**src/design/bsc_pkg.sv**
```systemverilog
`timescale 1ns / 1ps
// ----------------------------------------------------------------------------
// bsc_pkg
// Shared types, codes and alphabet functions of the streaming base64 codec.
// ----------------------------------------------------------------------------
package bsc_pkg;

   // Queue between the front and the back part.
   localparam int QueueDepth = 4;
   localparam int QueuePtrWidth = $clog2(QueueDepth);
   localparam int QueueCntWidth = $clog2(QueueDepth + 1);

   // Result status codes.
   localparam logic [1:0] ST_DATA     = 2'd0;
   localparam logic [1:0] ST_BAD_CHAR = 2'd1;
   localparam logic [1:0] ST_BAD_PAD  = 2'd2;
   localparam logic [1:0] ST_SHORT    = 2'd3;

   // Job kinds held in the queue.
   localparam logic [1:0] KIND_ENC = 2'd0;
   localparam logic [1:0] KIND_DEC = 2'd1;
   localparam logic [1:0] KIND_ERR = 2'd2;

   // Register indexes.
   localparam logic [1:0] REG_MODE = 2'd0;
   localparam logic [1:0] REG_C62  = 2'd1;
   localparam logic [1:0] REG_C63  = 2'd2;
   localparam logic [1:0] REG_PAD  = 2'd3;

   // Reset values of the registers.
   localparam logic [7:0] RESET_C62 = 8'd43;
   localparam logic [7:0] RESET_C63 = 8'd45;
   localparam logic [7:0] RESET_PAD = 8'd61;

   // Mode values.
   localparam logic MODE_ENCODE = 1'b0;
   localparam logic MODE_DECODE = 1'b1;

   // Alphabet anchors.
   localparam logic [7:0] CHR_UPPER_A = 8'h41;
   localparam logic [7:0] CHR_UPPER_Z = 8'h5A;
   localparam logic [7:0] CHR_LOWER_A = 8'h61;
   localparam logic [7:0] CHR_LOWER_Z = 8'h7A;
   localparam logic [7:0] CHR_DIGIT_0 = 8'h30;
   localparam logic [7:0] CHR_DIGIT_9 = 8'h39;

   typedef struct packed {
      logic [7:0] data_in;
      logic       end_of_input;
   } req_type;

   typedef struct packed {
      logic [7:0] data_out;
      logic [1:0] status;
      logic       last_of_run;
   } rsp_type;

   typedef struct packed {
      logic       mode;
      logic [7:0] char_for_62;
      logic [7:0] char_for_63;
      logic [7:0] pad_char;
   } cfg_type;

   // One group's worth of work for the back part.
   typedef struct packed {
      logic [1:0]  kind;
      logic [23:0] bits;
      logic [1:0]  count;
      logic [1:0]  status;
   } job_type;

   typedef struct packed {
      logic                     full;
      logic                     empty;
      logic [QueueCntWidth-1:0] count;
   } q_status_type;

   // Character for a sextet value.
   function automatic logic [7:0] sextet_char(input logic [5:0] s,
                                              input logic [7:0] c62,
                                              input logic [7:0] c63);
      logic [7:0] s8;
      s8 = {2'b00, s};
      if (s8 < 8'd26) begin
         sextet_char = CHR_UPPER_A + s8;
      end else if (s8 < 8'd52) begin
         sextet_char = CHR_LOWER_A + s8 - 8'd26;
      end else if (s8 < 8'd62) begin
         sextet_char = CHR_DIGIT_0 + s8 - 8'd52;
      end else if (s8 == 8'd62) begin
         sextet_char = c62;
      end else begin
         sextet_char = c63;
      end
   endfunction

   // Sextet value of a character; bit 6 set marks a character outside the alphabet.
   function automatic logic [6:0] char_sextet(input logic [7:0] c,
                                              input logic [7:0] c62,
                                              input logic [7:0] c63);
      logic [7:0] v;
      v = 8'd64;
      if (c >= CHR_UPPER_A && c <= CHR_UPPER_Z) begin
         v = c - CHR_UPPER_A;
      end else if (c >= CHR_LOWER_A && c <= CHR_LOWER_Z) begin
         v = c - CHR_LOWER_A + 8'd26;
      end else if (c >= CHR_DIGIT_0 && c <= CHR_DIGIT_9) begin
         v = c - CHR_DIGIT_0 + 8'd52;
      end else if (c == c62) begin
         v = 8'd62;
      end else if (c == c63) begin
         v = 8'd63;
      end
      char_sextet = v[6:0];
   endfunction

endpackage

```
**src/design/bsc_front.sv**
```systemverilog
`timescale 1ns / 1ps
// ----------------------------------------------------------------------------
// bsc_front
// Accepts input words, gathers groups and queues one job per finished group.
// ----------------------------------------------------------------------------
module bsc_front (
   input  logic              clock,
   input  logic              reset,
   input  bsc_pkg::cfg_type  cfg,
   input  logic              mode_clear,
   input  logic              req_valid,
   input  bsc_pkg::req_type  req,
   output logic              req_stall,
   input  logic              q_full,
   output logic              push,
   output bsc_pkg::job_type  job
);
   import bsc_pkg::*;

   logic [23:0] group_bits_ff, group_bits_in;
   logic [1:0]  group_count_ff, group_count_in;
   logic [2:0]  pads_seen_ff, pads_seen_in;
   logic        bad_char_ff, bad_char_in;
   logic        pad_misplaced_ff, pad_misplaced_in;

   logic        accept;
   logic [2:0]  cnt;
   logic        is_pad;
   logic [6:0]  sx;
   logic [5:0]  sextet;
   logic [2:0]  pads_next;
   logic        bad_next;
   logic        mis_next;
   logic        make_job;
   logic        clear;

   assign req_stall = q_full;
   assign accept    = req_valid && !q_full;
   assign cnt       = {1'b0, group_count_ff} + 3'd1;

   // Classify the incoming character for decode.
   always_comb begin
      is_pad    = (req.data_in == cfg.pad_char);
      sx        = char_sextet(req.data_in, cfg.char_for_62, cfg.char_for_63);
      pads_next = pads_seen_ff;
      bad_next  = bad_char_ff;
      mis_next  = pad_misplaced_ff;
      sextet    = 6'd0;
      if (is_pad) begin
         if (pads_seen_ff < 3'd4) begin
            pads_next = pads_seen_ff + 3'd1;
         end
      end else if (sx[6]) begin
         bad_next = 1'b1;
      end else begin
         sextet = sx[5:0];
         if (pads_seen_ff != 3'd0) begin
            mis_next = 1'b1;
         end
      end
   end

   // Build the job for a finished group and the next group state.
   always_comb begin
      job              = '0;
      make_job         = 1'b0;
      clear            = 1'b0;
      group_bits_in    = group_bits_ff;
      group_count_in   = group_count_ff;
      pads_seen_in     = pads_seen_ff;
      bad_char_in      = bad_char_ff;
      pad_misplaced_in = pad_misplaced_ff;
      if (cfg.mode == MODE_ENCODE) begin
         group_bits_in = {group_bits_ff[15:0], req.data_in};
         if (cnt < 3'd3 && !req.end_of_input) begin
            group_count_in = cnt[1:0];
         end else begin
            make_job  = 1'b1;
            clear     = 1'b1;
            job.kind  = KIND_ENC;
            job.count = cnt[1:0];
            case (cnt)
               3'd1:    job.bits = {req.data_in, 16'h0000};
               3'd2:    job.bits = {group_bits_ff[7:0], req.data_in, 8'h00};
               default: job.bits = {group_bits_ff[15:0], req.data_in};
            endcase
         end
      end else begin
         group_bits_in    = {group_bits_ff[17:0], sextet};
         pads_seen_in     = pads_next;
         bad_char_in      = bad_next;
         pad_misplaced_in = mis_next;
         if (cnt < 3'd4) begin
            if (req.end_of_input) begin
               make_job   = 1'b1;
               clear      = 1'b1;
               job.kind   = KIND_ERR;
               job.status = ST_SHORT;
            end else begin
               group_count_in = cnt[1:0];
            end
         end else begin
            make_job = 1'b1;
            clear    = 1'b1;
            if (bad_next) begin
               job.kind   = KIND_ERR;
               job.status = ST_BAD_CHAR;
            end else if (pads_next > 3'd2 || mis_next) begin
               job.kind   = KIND_ERR;
               job.status = ST_BAD_PAD;
            end else begin
               job.kind  = KIND_DEC;
               job.bits  = group_bits_in;
               job.count = 2'd3 - pads_next[1:0];
            end
         end
      end
   end

   assign push = accept && make_job;

   // Group state registers; reset, a mode write or a finished group clears them.
   always_ff @(posedge clock) begin
      if (reset || mode_clear || (accept && clear)) begin
         group_bits_ff    <= '0;
         group_count_ff   <= '0;
         pads_seen_ff     <= '0;
         bad_char_ff      <= 1'b0;
         pad_misplaced_ff <= 1'b0;
      end else if (accept) begin
         group_bits_ff    <= group_bits_in;
         group_count_ff   <= group_count_in;
         pads_seen_ff     <= pads_seen_in;
         bad_char_ff      <= bad_char_in;
         pad_misplaced_ff <= pad_misplaced_in;
      end
   end

endmodule

```
**src/design/bsc_queue.sv**
```systemverilog
`timescale 1ns / 1ps
// ----------------------------------------------------------------------------
// bsc_queue
// Short job queue that lets the front and the back part stall on their own.
// ----------------------------------------------------------------------------
module bsc_queue (
   input  logic                  clock,
   input  logic                  reset,
   input  logic                  push,
   input  bsc_pkg::job_type      push_job,
   input  logic                  pop,
   output bsc_pkg::job_type      head,
   output bsc_pkg::q_status_type status
);
   import bsc_pkg::*;

   job_type                  entry_ff [QueueDepth];
   logic [QueuePtrWidth-1:0] wr_ptr_ff, rd_ptr_ff;
   logic [QueueCntWidth-1:0] count_ff;

   assign head         = entry_ff[rd_ptr_ff];
   assign status.full  = (count_ff == QueueCntWidth'(QueueDepth));
   assign status.empty = (count_ff == '0);
   assign status.count = count_ff;

   // Storage needs no reset; only the pointers and the count do.
   always_ff @(posedge clock) begin
      if (push) begin
         entry_ff[wr_ptr_ff] <= push_job;
      end
   end

   always_ff @(posedge clock) begin
      if (reset) begin
         wr_ptr_ff <= '0;
         rd_ptr_ff <= '0;
         count_ff  <= '0;
      end else begin
         if (push) begin
            wr_ptr_ff <= (wr_ptr_ff == QueuePtrWidth'(QueueDepth - 1)) ? '0 :
                         wr_ptr_ff + QueuePtrWidth'(1);
         end
         if (pop) begin
            rd_ptr_ff <= (rd_ptr_ff == QueuePtrWidth'(QueueDepth - 1)) ? '0 :
                         rd_ptr_ff + QueuePtrWidth'(1);
         end
         if (push && !pop) begin
            count_ff <= count_ff + QueueCntWidth'(1);
         end else if (pop && !push) begin
            count_ff <= count_ff - QueueCntWidth'(1);
         end
      end
   end

endmodule

```
**src/design/bsc_back.sv**
```systemverilog
`timescale 1ns / 1ps
// ----------------------------------------------------------------------------
// bsc_back
// Expands the job at the queue head into result words, one word per cycle while rsp_stall is low.
// ----------------------------------------------------------------------------
module bsc_back (
   input  logic             clock,
   input  logic             reset,
   input  bsc_pkg::cfg_type cfg,
   input  bsc_pkg::job_type head,
   input  logic             q_empty,
   output logic             pop,
   output logic             rsp_valid,
   input  logic             rsp_stall,
   output bsc_pkg::rsp_type rsp
);
   import bsc_pkg::*;

   logic [1:0] word_idx_ff;
   logic       rsp_valid_ff;
   rsp_type    rsp_ff, rsp_in;
   logic       load;
   logic [5:0] sextet;
   logic       is_pad;

   assign load = !q_empty && (!rsp_valid_ff || !rsp_stall);
   assign pop  = load && rsp_in.last_of_run;

   // Pick the word of the current job that comes next.
   always_comb begin
      case (word_idx_ff)
         2'd0:    sextet = head.bits[23:18];
         2'd1:    sextet = head.bits[17:12];
         2'd2:    sextet = head.bits[11:6];
         default: sextet = head.bits[5:0];
      endcase
      is_pad = (head.count == 2'd1 && word_idx_ff >= 2'd2) ||
               (head.count == 2'd2 && word_idx_ff == 2'd3);
      rsp_in = '0;
      case (head.kind)
         KIND_ENC: begin
            rsp_in.data_out    = is_pad ? cfg.pad_char :
                                 sextet_char(sextet, cfg.char_for_62, cfg.char_for_63);
            rsp_in.status      = ST_DATA;
            rsp_in.last_of_run = (word_idx_ff == 2'd3);
         end
         KIND_DEC: begin
            case (word_idx_ff)
               2'd0:    rsp_in.data_out = head.bits[23:16];
               2'd1:    rsp_in.data_out = head.bits[15:8];
               default: rsp_in.data_out = head.bits[7:0];
            endcase
            rsp_in.status      = ST_DATA;
            rsp_in.last_of_run = (word_idx_ff == head.count - 2'd1);
         end
         default: begin
            rsp_in.data_out    = 8'h00;
            rsp_in.status      = head.status;
            rsp_in.last_of_run = 1'b1;
         end
      endcase
   end

   // Output register and word counter.
   always_ff @(posedge clock) begin
      if (reset) begin
         rsp_valid_ff <= 1'b0;
         word_idx_ff  <= '0;
      end else if (load) begin
         rsp_valid_ff <= 1'b1;
         word_idx_ff  <= rsp_in.last_of_run ? 2'd0 : word_idx_ff + 2'd1;
      end else if (!rsp_stall) begin
         rsp_valid_ff <= 1'b0;
      end
   end

   always_ff @(posedge clock) begin
      if (load) begin
         rsp_ff <= rsp_in;
      end
   end

   assign rsp_valid = rsp_valid_ff;
   assign rsp       = rsp_ff;

endmodule

```
**src/design/base64_stream_codec_unit.sv**
```systemverilog
`timescale 1ns / 1ps
// ----------------------------------------------------------------------------
// base64_stream_codec_unit
// Streaming base64 encoder and decoder, one byte or character per word.
// ----------------------------------------------------------------------------
// Channel   Direction  Handshake              Payload
// req       in         req_valid / req_stall  data_in, end_of_input
// rsp       out        rsp_valid / rsp_stall  data_out, status, last_of_run
// csr       in/out     psel, penable, pready  mode, char_for_62/63, pad_char
//
// An input word is taken while the job queue is not full; a finished group goes to a four-deep
// job queue. The back part sends one result word per cycle while rsp_stall is low, so encoding gives
// four characters per group of up to three bytes and decoding up to three bytes per four characters.
// There is no clearing pass: the block takes words from the first cycle
// after reset. req_stall rises only while the job queue is full, and the
// output register frees itself whenever rsp_stall is low.
// ----------------------------------------------------------------------------
module base64_stream_codec_unit (
   input  logic             clock,
   input  logic             reset,
   input  logic             req_valid,
   output logic             req_stall,
   input  bsc_pkg::req_type req,
   output logic             rsp_valid,
   input  logic             rsp_stall,
   output bsc_pkg::rsp_type rsp,
   input  logic             csr_psel,
   input  logic             csr_penable,
   input  logic             csr_pwrite,
   input  logic [3:0]       csr_paddr,
   input  logic [31:0]      csr_pwdata,
   output logic [31:0]      csr_prdata,
   output logic             csr_pready
);
   import bsc_pkg::*;

   cfg_type      cfg_ff;
   logic         wr_en;
   logic [1:0]   reg_idx;
   logic         mode_clear;
   logic         q_push;
   logic         q_pop;
   job_type      q_in_job;
   job_type      q_head;
   q_status_type q_status;

   // Register port: always ready, write on the access cycle.
   assign csr_pready = 1'b1;
   assign wr_en      = csr_psel && csr_penable && csr_pwrite && csr_pready;
   assign reg_idx    = csr_paddr[3:2];
   assign mode_clear = wr_en && (reg_idx == REG_MODE);

   always_ff @(posedge clock) begin
      if (reset) begin
         cfg_ff.mode        <= MODE_ENCODE;
         cfg_ff.char_for_62 <= RESET_C62;
         cfg_ff.char_for_63 <= RESET_C63;
         cfg_ff.pad_char    <= RESET_PAD;
      end else if (wr_en) begin
         case (reg_idx)
            REG_MODE: cfg_ff.mode        <= csr_pwdata[0];
            REG_C62:  cfg_ff.char_for_62 <= csr_pwdata[7:0];
            REG_C63:  cfg_ff.char_for_63 <= csr_pwdata[7:0];
            REG_PAD:  cfg_ff.pad_char    <= csr_pwdata[7:0];
            default:  cfg_ff.mode        <= cfg_ff.mode;
         endcase
      end
   end

   // Register read-back.
   always_comb begin
      case (reg_idx)
         REG_MODE: csr_prdata = {31'd0, cfg_ff.mode};
         REG_C62:  csr_prdata = {24'd0, cfg_ff.char_for_62};
         REG_C63:  csr_prdata = {24'd0, cfg_ff.char_for_63};
         REG_PAD:  csr_prdata = {24'd0, cfg_ff.pad_char};
         default:  csr_prdata = 32'd0;
      endcase
   end

   bsc_front u_front (
      .clock      (clock),
      .reset      (reset),
      .cfg        (cfg_ff),
      .mode_clear (mode_clear),
      .req_valid  (req_valid),
      .req        (req),
      .req_stall  (req_stall),
      .q_full     (q_status.full),
      .push       (q_push),
      .job        (q_in_job)
   );

   bsc_queue u_queue (
      .clock    (clock),
      .reset    (reset),
      .push     (q_push),
      .push_job (q_in_job),
      .pop      (q_pop),
      .head     (q_head),
      .status   (q_status)
   );

   bsc_back u_back (
      .clock     (clock),
      .reset     (reset),
      .cfg       (cfg_ff),
      .head      (q_head),
      .q_empty   (q_status.empty),
      .pop       (q_pop),
      .rsp_valid (rsp_valid),
      .rsp_stall (rsp_stall),
      .rsp       (rsp)
   );

`ifndef SYNTHESIS
   // The queue never holds more jobs than it has entries.
   a_queue_bound: assert property (@(posedge clock) disable iff (reset)
      q_status.count <= QueueCntWidth'(QueueDepth))
      else $error("job queue count above depth");

   // No job is written into a full queue.
   a_no_push_full: assert property (@(posedge clock) disable iff (reset)
      q_push |-> !q_status.full)
      else $error("job pushed into full queue");

   // Error results carry a zero byte and close their run.
   a_error_word: assert property (@(posedge clock) disable iff (reset)
      (rsp_valid && rsp.status != ST_DATA) |-> (rsp.data_out == 8'h00 && rsp.last_of_run))
      else $error("malformed error result");

   // A job leaves the queue only once its last word is loaded.
   a_pop_needs_job: assert property (@(posedge clock) disable iff (reset)
      q_pop |=> rsp_valid && rsp.last_of_run)
      else $error("job popped before its last word");
`endif

endmodule
```
**config.mk**
```make
export PLATFORM = sky130hd
export DESIGN_NAME = base64_stream_codec_unit
export DESIGN_NICKNAME = d
export VERILOG_FILES = /design/src/design/bsc_pkg.sv /design/src/design/bsc_front.sv /design/src/design/bsc_queue.sv /design/src/design/bsc_back.sv /design/src/design/base64_stream_codec_unit.sv
export SDC_FILE = /design/constraint.sdc
export NUM_CORES = 1
export LEC_CHECK = 0
export ABC_CLOCK_PERIOD_IN_PS = 8200
export BUFFER_PORTS_ARGS = -buffer_cell sky130_fd_sc_hd__buf_2
export CAP_MARGIN = 10
export CELL_PAD_IN_SITES_DETAIL_PLACEMENT = 2
export CELL_PAD_IN_SITES_GLOBAL_PLACEMENT = 2
export CORE_MARGIN = 2
export CORE_UTILIZATION = 43
export DETAILED_ROUTE_END_ITERATION = 7
export HOLD_SLACK_MARGIN = 0.06
export PLACE_DENSITY = 0.82
export SLEW_MARGIN = 20
export SYNTH_ARGS = -nofsm -noshare
export SYNTH_HDL_FRONTEND = slang
export SYNTH_SLANG_ARGS = --single-unit
```
**constraint.sdc**
```tcl
create_clock -name clock -period 8.2 [get_ports clock]
set_input_delay 2.46 -clock clock [delete_from_list [all_inputs] [get_ports clock]]
set_output_delay 2.46 -clock clock [all_outputs]
set_load 0.05 [all_outputs]
```
==> results.md <==
- Status: finished clean
- Pwr/cell area: 310 mW/mm^2
- Layout cell share with drive strength beyond 1: 13.6%
- Worst Hold Class: flop to flop
- Largest net degree at the start of global routing: 45
- Setup crit start kind: input pin
- Average wire per standard cell: 26.2 um
- Total grt overflow: 0
- Setup crit end: csr_prdata[5]
- Drt via density: 5.98
- Largest family of logic cells by synthesized area: compound AO/OA/AOI/OAI gates
- CP max stage delay: 540 ps
- Global-route wire length before repair: 50700 um
- Slowest CP cell: nor2b_1
- Count of maximum capacitance violations: 0
- Bufs and invs on worst path: 2
- Endpoints failing setup: 0
- Routed Antenna Nets: 0
- Most used cell, CP: buf_2
- Slew @ Worst Pin: 1070 ps
- Sequential fraction of the synthesis area: 49.5%
- Post_cts resized: 0
- I/O Pins: 98
- Initial antenna violation count: 1
- Global Route Usage Sum: 26.4%
- Mapped Area: 0.0105 mm^2
- Slew margin rel.: 27.9%
- Worst-path cell chain: buf_2 > nor2b_1 > a22o_1 > buf_2
- Async set or reset register ratio after synthesis: 0%
- Commonest non-fill, non-tap cells in the layout: edfxtp_1, nand2_1, mux2i_1, dfxtp_1, nor2_1
- Clk root buf: clkbuf_16
- Maximum clock rate: 160 MHz
- Final hold vios: 0
- Clock Sinks: 193
- Hold_buf cts: 0
- Worst path arrival time: 3790 ps
- Critical Path Sink Type: output pin
- Crit path kind: input pin to output pin
- YS warnings: 0
- RSZ-0062 raised after global routing: false
- CTS tree: built
- Commonest non-fill, non-tap cell in the layout: edfxtp_1
- Top_reg_cell synth: edfxtp_1
- Avg Inst Size Synth: 11.3 um^2
- Hold Slack: 478 ps
- Total wire length: 33500 um
- Post-synthesis mux area share: 10.7%
- Area grow syn2layout: 9.17%
- Nets: 1032
- Delay-heaviest family, CP: buffers and inverters
- Worst R2R Setup Slack: 3170 ps
- Post-synthesis compound-gate area fraction: 15.1%
- H-tree depth: 4
- Die ar.: 0.0256 mm^2
- Final period utilization: 76.2%
- Core ar.: 0.0241 mm^2
- Worst r2r path cells: 12
- Port bufs: 46
- Die width: 160 um
- Iter 0 DRT Violations: 587
- Crit. Startpoint: csr_paddr[2]
- Row count: 57
- Clock transition at the registers of the reported paths: 80 ps
- CTS Buffer Depth: 2
- Cts bufs inserted: 17
- Setup Skew: 16.9 ps
- Peak supply drop: 0.144 mV
- Number of synthesized flops with an enable pin: 131
- Via count: 7659
- Critical R2R Capture: u_back.rsp[8]
- Vias in the first global route: 8195
- Post-CTS Setup Bufs: 0
- Fraction of the mapped netlist area in simple logic gates: 11.3%
- Crit-path max FO: 14
- Hold depth: 1
- Sum Neg Setup Slack: 0 ps
- XOR/XNOR Fraction of Synth Area: 3.44%
- Starting Density: 43.4%
- Synth area leader: edfxtp_1
- Router iterations before antenna repair: 4
- Yosys reg bits: 193
- Period minus WS final: 6250 ps
- Routability cong.: 0.857
- Finished Core Util: 47.3%
- Syn Inst Count: 926
- Clk_lat worst skew: 450 ps
- Final Power: 3.54 mW
- Synth top area cells: edfxtp_1, dfxtp_1, mux2i_1
- Die H: 160 um
- Critical Path Stages: 4
- Ant diodes: 0
- Adder-cell area share of the yosys netlist: 4.38%
- Drc violations: 0
- Max-slew violation count: 0
- Netlist cell types: 70
- P_leak: 4.04 nW
- Synth top area share: 37.6%
- Post-DP HPWL: 23000 um
- Worst path required time: 5740 ps
==> worst reg2reg max path, stage by stage, from the launching register on <==
cell,delay [ps]
dfxtp_1,870
buf_4,440
mux4_2,590
a21o_1,230
o31ai_4,480
inv_1,160
ha_1,280
o21bai_1,170
or4_1,460
a31oi_4,460
nor3_1,140
a2111oi_2,390
o211ai_1,120
==> Yosys cell counts (3+ instances only) <==
cell type    n
edfxtp_1   131
nand2_1     76
dfxtp_1     62
mux2i_1     62
nor2_1      60
a21oi_1     44
ha_1        35
clkbuf_1    29
inv_1       28
xnor2_1     27
o21ai_0     26
buf_4       25
a211oi_1    21
a22o_1      19
mux4_2      16
o2bb2ai_1   16
and2_1      14
nor3_1      14
xor2_1      14
buf_2       13
nor2b_1     13
o22ai_1     13
nand3_1     12
nand3b_1    11
mux2_2      10
a31oi_1      9
nand2b_1     9
nor3b_1      9
o211ai_1     9
a21o_1       8
and3_1       7
buf_6        7
o31ai_1      7
nand4_1      6
buf_1        5
nor4_1       5
a211o_1      4
a221oi_1     4
a22oi_1      4
o21bai_1     3
==> registers in the layout, summed over array words and instances (netlist names), 3 cells and up, named ones only <==
signal and count:
u_queue.entry_ff 120, cfg_ff 25, u_front.group_bits_ff 18, u_back.rsp 11
u_front.pads_seen_ff 3, u_queue.count_ff 3
==> worst min path at each step <==
stage / startpoint / end
CTS: u_front.pad_misplaced_ff / u_front.pad_misplaced_ff
global route: u_back.rsp_valid / u_back.rsp_valid
detailed placement: u_front.pad_misplaced_ff / u_front.pad_misplaced_ff
finish: u_front.pad_misplaced_ff / u_front.pad_misplaced_ff
floorplan: u_front.bad_char_ff / u_front.bad_char_ff
global placement: u_back.rsp_valid / u_back.rsp_valid
==> routing by layer <==
| metal | up-vias | routed length (um) | track usage, % |
|---|---|---|---|
| li1 | 3437 | - | - |
| met5 | - | 13 | 0 |
| met1 | 4005 | 14500 | 34.1 |
| met4 | 2 | 520 | 6.72 |
| met3 | 37 | 1160 | 3.64 |
| met2 | 178 | 17300 | 46.9 |
==> through the flow <==
step	std cells	setup WS (ps)	instance area, um^2
2_1_floorplan	949	2230	10500
3_3_place_gp	1249	1980	10800
3_5_place_dp	1249	1990	10800
4_1_cts	1281	1970	11400
5_1_grt	1281	1890	11400
6_report	1281	1950	11400
==> area by class of cell <==
| cell class | count | area, um^2 |
|---|---|---|
| flip-flops and latches | 193 | 5180 |
| fillers | 2471 | 12700 |
| multi-input cells | 648 | 4800 |
| clock inverters | 15 | 194 |
| inverters | 29 | 109 |
| well taps | 324 | 405 |
| repair buffers | 55 | 298 |
| clock buffers | 17 | 425 |
==> kinds of logic after synthesis <==
| logic type | count (synthesis) |
|---|---|
| AOI/OAI and AO/OA | 214 |
| buffers and inverters | 108 |
| and+or+nand+nor | 243 |
| muxes | 89 |
| other | 2 |
| xor gates and xnor gates | 41 |
| adders and majority gates | 36 |
| DFF | 193 |
==> power breakdown <==
| group | switching, mW | total [mW] | internal, mW | leakage [nW] |
|---|---|---|---|---|
| combinational | 0.928 | 1.41 | 0.482 | 2.00 |
| clock | 0.453 | 0.876 | 0.422 | 0.300 |
| sequential | 0.0937 | 1.26 | 1.16 | 1.73 |
No activity file was read; power rests on OpenSTA's default activity.
